$ cat src/drt_pkg.sv
package drt_pkg;

    localparam int CHANNELS = 3;

    localparam int DEBOUNCE_W = 8;
    localparam int HOLD_W     = 16;
    localparam int DIVIDE_W   = 16;
    localparam int CFG_IDX_W  = 2;
    localparam int CFG_DATA_W = 16;

    // item kinds
    localparam logic KIND_SAMPLE = 1'b0;
    localparam logic KIND_TICK   = 1'b1;

    // configuration register indexes
    localparam logic [CFG_IDX_W-1:0] REG_DEBOUNCE_COUNT = 2'd0;
    localparam logic [CFG_IDX_W-1:0] REG_HOLD_TIME      = 2'd1;
    localparam logic [CFG_IDX_W-1:0] REG_TICK_DIVIDE    = 2'd2;

    localparam logic [DEBOUNCE_W-1:0] DEBOUNCE_COUNT_RST = 8'd10;
    localparam logic [HOLD_W-1:0]     HOLD_TIME_RST      = 16'd5;
    localparam logic [DIVIDE_W-1:0]   TICK_DIVIDE_RST    = 16'd500;

    typedef struct packed {
        logic                kind;
        logic [CHANNELS-1:0] pin_levels;
    } in_item_t;

    typedef struct packed {
        logic [CHANNELS-1:0] output_flags;
        logic [CHANNELS-1:0] debounced_levels;
        logic                heartbeat;
        logic                lamp;
    } out_item_t;

    typedef struct packed {
        logic sample;
        logic tick;
    } lane_ctrl_t;

    typedef struct packed {
        logic level;
        logic active;
    } lane_stat_t;

    typedef struct packed {
        logic div_tick;
        logic heartbeat_next;
    } tick_stat_t;

endpackage

$ cat src/debounced_retrigger_hold_timer_unit.sv
// Debounce and retriggerable hold timer for three active-low pins. Each input
// item is either a pin sample or a base timer tick and yields exactly one result
// item holding the state after the update. All channel lanes and the tick
// divider update in the cycle of acceptance and the merged result is registered,
// so the block takes one item per clock while the output buffer is not full. A
// two-entry output buffer keeps s_ready registered and lets one more item in
// while a result waits on m_ready. Configuration writes on cfg_* are always
// taken; an index past the register list is ignored.
module debounced_retrigger_hold_timer_unit (
    input  logic                            aclk,
    input  logic                            aresetn,
    input  logic                            s_valid,
    output logic                            s_ready,
    input  drt_pkg::in_item_t               s_data,
    output logic                            m_valid,
    input  logic                            m_ready,
    output drt_pkg::out_item_t              m_data,
    input  logic                            cfg_valid,
    output logic                            cfg_ready,
    input  logic [drt_pkg::CFG_IDX_W-1:0]   cfg_index,
    input  logic [drt_pkg::CFG_DATA_W-1:0]  cfg_data
);
    import drt_pkg::*;

    logic [DEBOUNCE_W-1:0] debounce_count_reg;
    logic [HOLD_W-1:0]     hold_time_reg;
    logic [DIVIDE_W-1:0]   tick_divide_reg;

    logic                  accept;
    lane_ctrl_t            lane_ctrl;
    lane_stat_t            lane_stat [CHANNELS];
    tick_stat_t            tick_st;
    logic                  lamp_reg, lamp_next;
    out_item_t             result;

    out_item_t             main_reg, skid_reg;
    logic                  main_valid_reg, skid_valid_reg;

    assign cfg_ready = 1'b1;

    always_ff @(posedge aclk) begin
        if (!aresetn) begin
            debounce_count_reg <= DEBOUNCE_COUNT_RST;
            hold_time_reg      <= HOLD_TIME_RST;
            tick_divide_reg    <= TICK_DIVIDE_RST;
        end else if (cfg_valid) begin
            case (cfg_index)
                REG_DEBOUNCE_COUNT: debounce_count_reg <= cfg_data[DEBOUNCE_W-1:0];
                REG_HOLD_TIME:      hold_time_reg      <= cfg_data[HOLD_W-1:0];
                REG_TICK_DIVIDE:    tick_divide_reg    <= cfg_data[DIVIDE_W-1:0];
                default: ;
            endcase
        end
    end

    assign accept = s_valid & s_ready;

    drt_tick u_tick (
        .aclk        (aclk),
        .aresetn     (aresetn),
        .tick_en     (accept && s_data.kind == KIND_TICK),
        .tick_divide (tick_divide_reg),
        .stat        (tick_st)
    );

    assign lane_ctrl.sample = accept && s_data.kind == KIND_SAMPLE;
    assign lane_ctrl.tick   = tick_st.div_tick;

    for (genvar ch = 0; ch < CHANNELS; ch++) begin : g_lane
        drt_lane u_lane (
            .aclk           (aclk),
            .aresetn        (aresetn),
            .ctrl           (lane_ctrl),
            .raw            (s_data.pin_levels[ch]),
            .debounce_count (debounce_count_reg),
            .hold_time      (hold_time_reg),
            .stat_next      (lane_stat[ch])
        );
    end

    // merge lane results into one result item
    assign lamp_next = tick_st.div_tick ? lane_stat[0].active : lamp_reg;

    always_comb begin
        for (int ch = 0; ch < CHANNELS; ch++) begin
            result.output_flags[ch]     = lane_stat[ch].active;
            result.debounced_levels[ch] = lane_stat[ch].level;
        end
        result.heartbeat = tick_st.heartbeat_next;
        result.lamp      = lamp_next;
    end

    always_ff @(posedge aclk) begin
        if (!aresetn) begin
            lamp_reg <= 1'b0;
        end else begin
            lamp_reg <= lamp_next;
        end
    end

    // output register with one skid entry
    assign s_ready = ~skid_valid_reg;
    assign m_valid = main_valid_reg;
    assign m_data  = main_reg;

    always_ff @(posedge aclk) begin
        if (!aresetn) begin
            main_valid_reg <= 1'b0;
            skid_valid_reg <= 1'b0;
        end else if (accept) begin
            if (!main_valid_reg || m_ready) begin
                main_valid_reg <= 1'b1;
            end else begin
                skid_valid_reg <= 1'b1;
            end
        end else if (main_valid_reg && m_ready) begin
            main_valid_reg <= skid_valid_reg;
            skid_valid_reg <= 1'b0;
        end
    end

    always_ff @(posedge aclk) begin
        if (accept) begin
            if (!main_valid_reg || m_ready) begin
                main_reg <= result;
            end else begin
                skid_reg <= result;
            end
        end else if (main_valid_reg && m_ready && skid_valid_reg) begin
            main_reg <= skid_reg;
        end
    end

    a_skid_needs_main: assert property (@(posedge aclk) disable iff (!aresetn)
        skid_valid_reg |-> main_valid_reg)
        else $error("skid entry held without a main entry");

    a_pressed_is_active: assert property (@(posedge aclk) disable iff (!aresetn)
        lane_ctrl.sample |=> &(m_valid ? (m_data.output_flags | m_data.debounced_levels)
                                       : {CHANNELS{1'b1}}) || skid_valid_reg)
        else $error("pressed channel not active after sample");

    a_heartbeat_hold: assert property (@(posedge aclk) disable iff (!aresetn)
        !tick_st.div_tick |=> tick_st.heartbeat_next == $past(tick_st.heartbeat_next)
                              || tick_st.div_tick)
        else $error("heartbeat moved without a divided tick");

    a_lamp_hold: assert property (@(posedge aclk) disable iff (!aresetn)
        !tick_st.div_tick |=> lamp_reg == $past(lamp_reg))
        else $error("lamp changed without a divided tick");

    a_no_accept_when_full: assert property (@(posedge aclk) disable iff (!aresetn)
        (skid_valid_reg && !(m_valid && m_ready)) |=> skid_valid_reg)
        else $error("stalled skid entry lost");

endmodule

$ cat src/drt_lane.sv
module drt_lane (
    input  logic                            aclk,
    input  logic                            aresetn,
    input  drt_pkg::lane_ctrl_t             ctrl,
    input  logic                            raw,
    input  logic [drt_pkg::DEBOUNCE_W-1:0]  debounce_count,
    input  logic [drt_pkg::HOLD_W-1:0]      hold_time,
    output drt_pkg::lane_stat_t             stat_next
);
    import drt_pkg::*;

    logic                  level_reg, level_next;
    logic [DEBOUNCE_W-1:0] cnt_reg, cnt_next;
    logic                  active_reg, active_next;
    logic [HOLD_W-1:0]     hold_reg, hold_next;
    logic [DEBOUNCE_W-1:0] cnt_inc;
    logic [HOLD_W-1:0]     hold_dec;

    assign cnt_inc  = cnt_reg + 1'b1;
    assign hold_dec = hold_reg - 1'b1;

    always_comb begin
        level_next  = level_reg;
        cnt_next    = cnt_reg;
        active_next = active_reg;
        hold_next   = hold_reg;
        if (ctrl.sample) begin
            if (level_reg != raw) begin
                if (cnt_inc >= debounce_count) begin
                    cnt_next   = '0;
                    level_next = raw;
                end else begin
                    cnt_next = cnt_inc;
                end
            end else begin
                cnt_next = '0;
            end
            // pressed channel retriggers its hold
            if (!level_next) begin
                active_next = 1'b1;
                hold_next   = hold_time;
            end
        end else if (ctrl.tick && active_reg) begin
            hold_next = hold_dec;
            if (hold_dec == '0) begin
                active_next = 1'b0;
            end
        end
    end

    always_ff @(posedge aclk) begin
        if (!aresetn) begin
            level_reg  <= 1'b1;
            cnt_reg    <= '0;
            active_reg <= 1'b0;
            hold_reg   <= '0;
        end else begin
            level_reg  <= level_next;
            cnt_reg    <= cnt_next;
            active_reg <= active_next;
            hold_reg   <= hold_next;
        end
    end

    assign stat_next.level  = level_next;
    assign stat_next.active = active_next;

endmodule

$ cat src/drt_tick.sv
module drt_tick (
    input  logic                          aclk,
    input  logic                          aresetn,
    input  logic                          tick_en,
    input  logic [drt_pkg::DIVIDE_W-1:0]  tick_divide,
    output drt_pkg::tick_stat_t           stat
);
    import drt_pkg::*;

    logic [DIVIDE_W-1:0] presc_reg, presc_next;
    logic                heartbeat_reg, heartbeat_next;
    logic [DIVIDE_W:0]   presc_inc;
    logic                wrap;

    assign presc_inc = {1'b0, presc_reg} + 1'b1;
    // a zero divide acts as one since the incremented count is never below it
    assign wrap      = presc_inc >= {1'b0, tick_divide};

    always_comb begin
        presc_next     = presc_reg;
        heartbeat_next = heartbeat_reg;
        if (tick_en) begin
            if (wrap) begin
                presc_next     = '0;
                heartbeat_next = ~heartbeat_reg;
            end else begin
                presc_next = presc_inc[DIVIDE_W-1:0];
            end
        end
    end

    always_ff @(posedge aclk) begin
        if (!aresetn) begin
            presc_reg     <= '0;
            heartbeat_reg <= 1'b0;
        end else begin
            presc_reg     <= presc_next;
            heartbeat_reg <= heartbeat_next;
        end
    end

    assign stat.div_tick       = tick_en & wrap;
    assign stat.heartbeat_next = heartbeat_next;

endmodule
$ cat config.mk
export PLATFORM = sky130hd
export DESIGN_NAME = debounced_retrigger_hold_timer_unit
export DESIGN_NICKNAME = d
export VERILOG_FILES = /design/src/drt_pkg.sv /design/src/debounced_retrigger_hold_timer_unit.sv /design/src/drt_lane.sv /design/src/drt_tick.sv
export SDC_FILE = /design/constraint.sdc
export NUM_CORES = 1
export LEC_CHECK = 0
export BUFFER_PORTS_ARGS = -buffer_cell sky130_fd_sc_hd__buf_2
export CORE_ASPECT_RATIO = 0.75
export CORE_MARGIN = 5
export CORE_UTILIZATION = 50
export CTS_CLUSTER_SIZE = 30
export DETAILED_ROUTE_END_ITERATION = 7
export PLACE_DENSITY = 0.67
export SETUP_SLACK_MARGIN = 0.02
export SLEW_MARGIN = 10
export SYNTH_ARGS = -nofsm -noshare
export SYNTH_HDL_FRONTEND = slang
export SYNTH_SLANG_ARGS = --single-unit
$ cat constraint.sdc
create_clock -name aclk -period 8.3 [get_ports aclk]
set_input_delay 0.415 -clock aclk [delete_from_list [all_inputs] [get_ports aclk]]
set_output_delay 0.415 -clock aclk [all_outputs]
set_load 0.1 [all_outputs]
==> impl_metrics.ini <==
[logic_synthesis]
post_synth.cell_area_avg_um2 = 8.23
postSynth.topFlopCell = sky130_fd_sc_hd__dfxtp_1
ys_top_cells_by_area = sky130_fd_sc_hd__dfxtp_1 (31%), sky130_fd_sc_hd__ha_1 (7.1%), sky130_fd_sc_hd__nand2_1 (6.2%)
synthCells = 1072
top_count_cell_post_synth = sky130_fd_sc_hd__nand2_1
synth-async-reset-ratio_pct = 0
netlist.area_leader.share_pct = 31.3
synth_sequential_area_ratio_pct = 36.8
synth_area_mm2 = 0.00882
synth_top_cell_by_area = sky130_fd_sc_hd__dfxtp_1
synth-edff-count = 16
synth_common_cells = sky130_fd_sc_hd__nand2_1 (145), sky130_fd_sc_hd__dfxtp_1 (138), sky130_fd_sc_hd__nor2_1 (87), sky130_fd_sc_hd__a21oi_1 (78), sky130_fd_sc_hd__o21ai_0 (72)
count_of_different_cell_masters_after_synthesis = 80
synthesis.nets = 1149
synth_warnings = 0
yosys_register_bits = 154

[clock_tree]
cts_tree = done
cts.clk_slew.worst_paths_ns = 0.06
cts_hold_buf = 0
cts_buffers = 17
cts.htree.levels = 4
clk_path_buf_depth = 2
cts.sinks = 154
worst_skew_pair.late_latency_ns = 0.43
cts-root-buf = sky130_fd_sc_hd__clkbuf_16
cts-resized-gates = 0
post-cts-setup-buffer-count = 0

[timing]
timing_worst_slew_pin_value_ns = 0.915
maxClockFrequency_mhz = 208
period_minus_slack_ns = 4.80
rsz_0062_raised_after_global_routing = no
timing_hold_violations_final = 0
setup_tns_ns = 0
fin_worst_skew_ns = 0.00865
fin_crit_sh_pct = 57.9
final-max-slew-violation-count = 0
setup_violations = 0
tightest_slew_margin_relative_to_the_limit_pct = 39.0

[routing]
post-route-drc-count = 0
antenna_violating_nets_post_route = 0
routed_wire_length_per_instance_um = 16.9
avgViaCountPerCell = 5.82
drt_pass1_iterations = 5
initial_detailed_routing_violation_count = 834
total_routed_wirelength_um = 22400
route.vias.total = 7701

[global_routing]
globalRouteTotalUtil_pct = 22.1
initial_antenna_violation_count = 0
number_of_global_route_vias_before_repair = 7008
globalRoute.totalOverflow = 0
grt_first_pass_wirelength_um = 36700
grt_max_degree = 73

[floorplan]
pin_count = 38
initial_utilization_pct = 50.4
floorplan.die.width_um = 163
placement_rows = 42
die-area_mm2 = 0.0204
core_area_mm2 = 0.0175
fp.dieH_um = 125

[run]
max-cap-violations = 0

[power_and_ir_drop]
irDropWorstVdd_mv = 0.120
power.density_mw_per_mm2 = 177
power_leakage_nw = 3.69
total_power_mw = 1.70

[setup_path]
timing.critical_path.to_type = flop
timing.critical_path.max_delay_family = simple AND/OR/NAND/NOR gates
required_ns = 8.62
worstPathMaxFanout = 21
delay_of_the_slowest_critical_path_stage_ns = 0.78
setup.worst_path.start_class = flop
timing.critical_path.arrival_ns = 5.13
critPathKind = reg -> reg
critPathMostFrequentCell = sky130_fd_sc_hd__nand3_1
worst_path_max_delay_cell = sky130_fd_sc_hd__a21o_1
critical_path.cell_chain = nand3_1 -> nor2_1 -> nand3_1 -> nor3_1 -> nand3_1 -> xnor2_1 -> ha_1 -> nand2_1 -> nor4_1 -> nor3b_1 -> a211oi_2 -> a21oi_4 -> a21o_1 -> o21ai_0 -> a221oi_1
path_buf_inv = 0
reg2reg_setup_slack_ns = 3.50

[placed_design]
hpwl_after_detailed_placement_um = 15500
buffer_ports.inserted = 36
placed_cells_incl_taps = 1293
gp_congestion = 0.931
postPlaceCellArea_mm2 = 0.00908

[finish]
largest_register_ff_count = 48
nFillCells = 1632
antennaDiodeCount = 0
finish.net_count = 1147
finalInstanceArea_mm2 = 0.00964
post_layout_nonfiller_instances = 1324
synthToLayoutAreaGrowth_pct = 9.26
layout-drive-gt1-share_pct = 8.60
final_core_utilization_pct = 55.1

[worst_hold_path]
hold_path.class = in -> reg

[status]
result_of_the_run = finished, final reports clean
==> layout make-up <==
type	instances	area, µm²	share of cell area (%)
multi-input cells	811	5150	53.4
flip-flops and latches	154	3240	33.6
clock buffers	21	462	4.79
well taps	242	303	3.14
repair buffers	42	225	2.34
inverters	44	166	1.73
clock inverters	10	95.1	0.986
==> where the power goes <==
part	leakage [nW]	internal (mW)	total, mW	switching (mW)
Clock	0.257	0.429	0.747	0.318
Sequential	1.26	0.768	0.780	0.0122
Combinational	2.17	0.0503	0.175	0.125
Total	3.69	1.25	1.70	0.455
==> worst register-to-register path: stages, from the launching register on <==
cell and delay [ns]:
sky130_fd_sc_hd__dfxtp_1 0.41, sky130_fd_sc_hd__nand3_1 0.16, sky130_fd_sc_hd__nor2_1 0.22, sky130_fd_sc_hd__nand3_1 0.24, sky130_fd_sc_hd__nor3_1 0.49, sky130_fd_sc_hd__nand3_1 0.25, sky130_fd_sc_hd__xnor2_1 0.18, sky130_fd_sc_hd__ha_1 0.29
sky130_fd_sc_hd__nand2_1 0.07, sky130_fd_sc_hd__nor4_1 0.33, sky130_fd_sc_hd__nor3b_1 0.30, sky130_fd_sc_hd__a211oi_2 0.15, sky130_fd_sc_hd__a21oi_4 0.33, sky130_fd_sc_hd__a21o_1 0.79, sky130_fd_sc_hd__o21ai_0 0.23, sky130_fd_sc_hd__a221oi_1 0.27
==> stage by stage <==
| step | hold slack (ns) | setup slack (ns) |
|---|---|---|
| 3_3_place_gp | 0.444 | 3.83 |
| 3_5_place_dp | 0.449 | 3.59 |
| 5_1_grt | 0.165 | 3.08 |
| 2_1_floorplan | 0.436 | 4.68 |
| 4_1_cts | 0.178 | 3.57 |
| 6_report | 0.184 | 3.50 |
==> path summary, 6_finish.rpt <==
path                       startpoint                            end  depth (start not counted)
setup / recovery  u_tick.presc_reg[2]  g_lane[1].u_lane.hold_reg[12]                         15
hold reg to reg      hold_time_reg[4]               hold_time_reg[4]                          2
hold / removal                m_ready                 skid_valid_reg                          2
setup reg to reg  u_tick.presc_reg[2]  g_lane[1].u_lane.hold_reg[12]                         15
==> cell usage in the layout, fill, tap and decap left out, types with 14 or more instances in the layout <==
| cell | instances |
|---|---|
| sky130_fd_sc_hd__buf_2 | 36 |
| sky130_fd_sc_hd__nand2_1 | 145 |
| sky130_fd_sc_hd__nor2_1 | 86 |
| sky130_fd_sc_hd__o21ai_0 | 72 |
| sky130_fd_sc_hd__a21oi_1 | 78 |
| sky130_fd_sc_hd__inv_1 | 43 |
| sky130_fd_sc_hd__dfxtp_1 | 138 |
| sky130_fd_sc_hd__clkbuf_16 | 18 |
| sky130_fd_sc_hd__ha_1 | 50 |
| sky130_fd_sc_hd__o211ai_1 | 14 |
| sky130_fd_sc_hd__xnor2_1 | 26 |
| sky130_fd_sc_hd__xor2_1 | 21 |
| sky130_fd_sc_hd__nor3_1 | 17 |
| sky130_fd_sc_hd__edfxtp_1 | 16 |
| sky130_fd_sc_hd__mux2i_1 | 34 |
| sky130_fd_sc_hd__o31ai_1 | 18 |
| sky130_fd_sc_hd__nand3_1 | 54 |
==> metal layers <==
layer | wire, µm | GRT usage [%]
met1 | 11500 | 34.1
met2 | 9200 | 31.8
met3 | 1360 | 4.05
met4 | 302 | 5.42
met5 | 0 | 0
==> logic make-up after synthesis <==
group                      share of synthesized area, %
buffers and inverters                              5.03
AOI/OAI and AO/OA                                  20.7
DFF                                                36.8
other                                            0.0425
muxes                                              4.24
adders and majority gates                          7.09
and+or+nand+nor                                    21.5
xor gates and xnor gates                           4.67
Note: power is estimated with default switching activity, not from simulation.
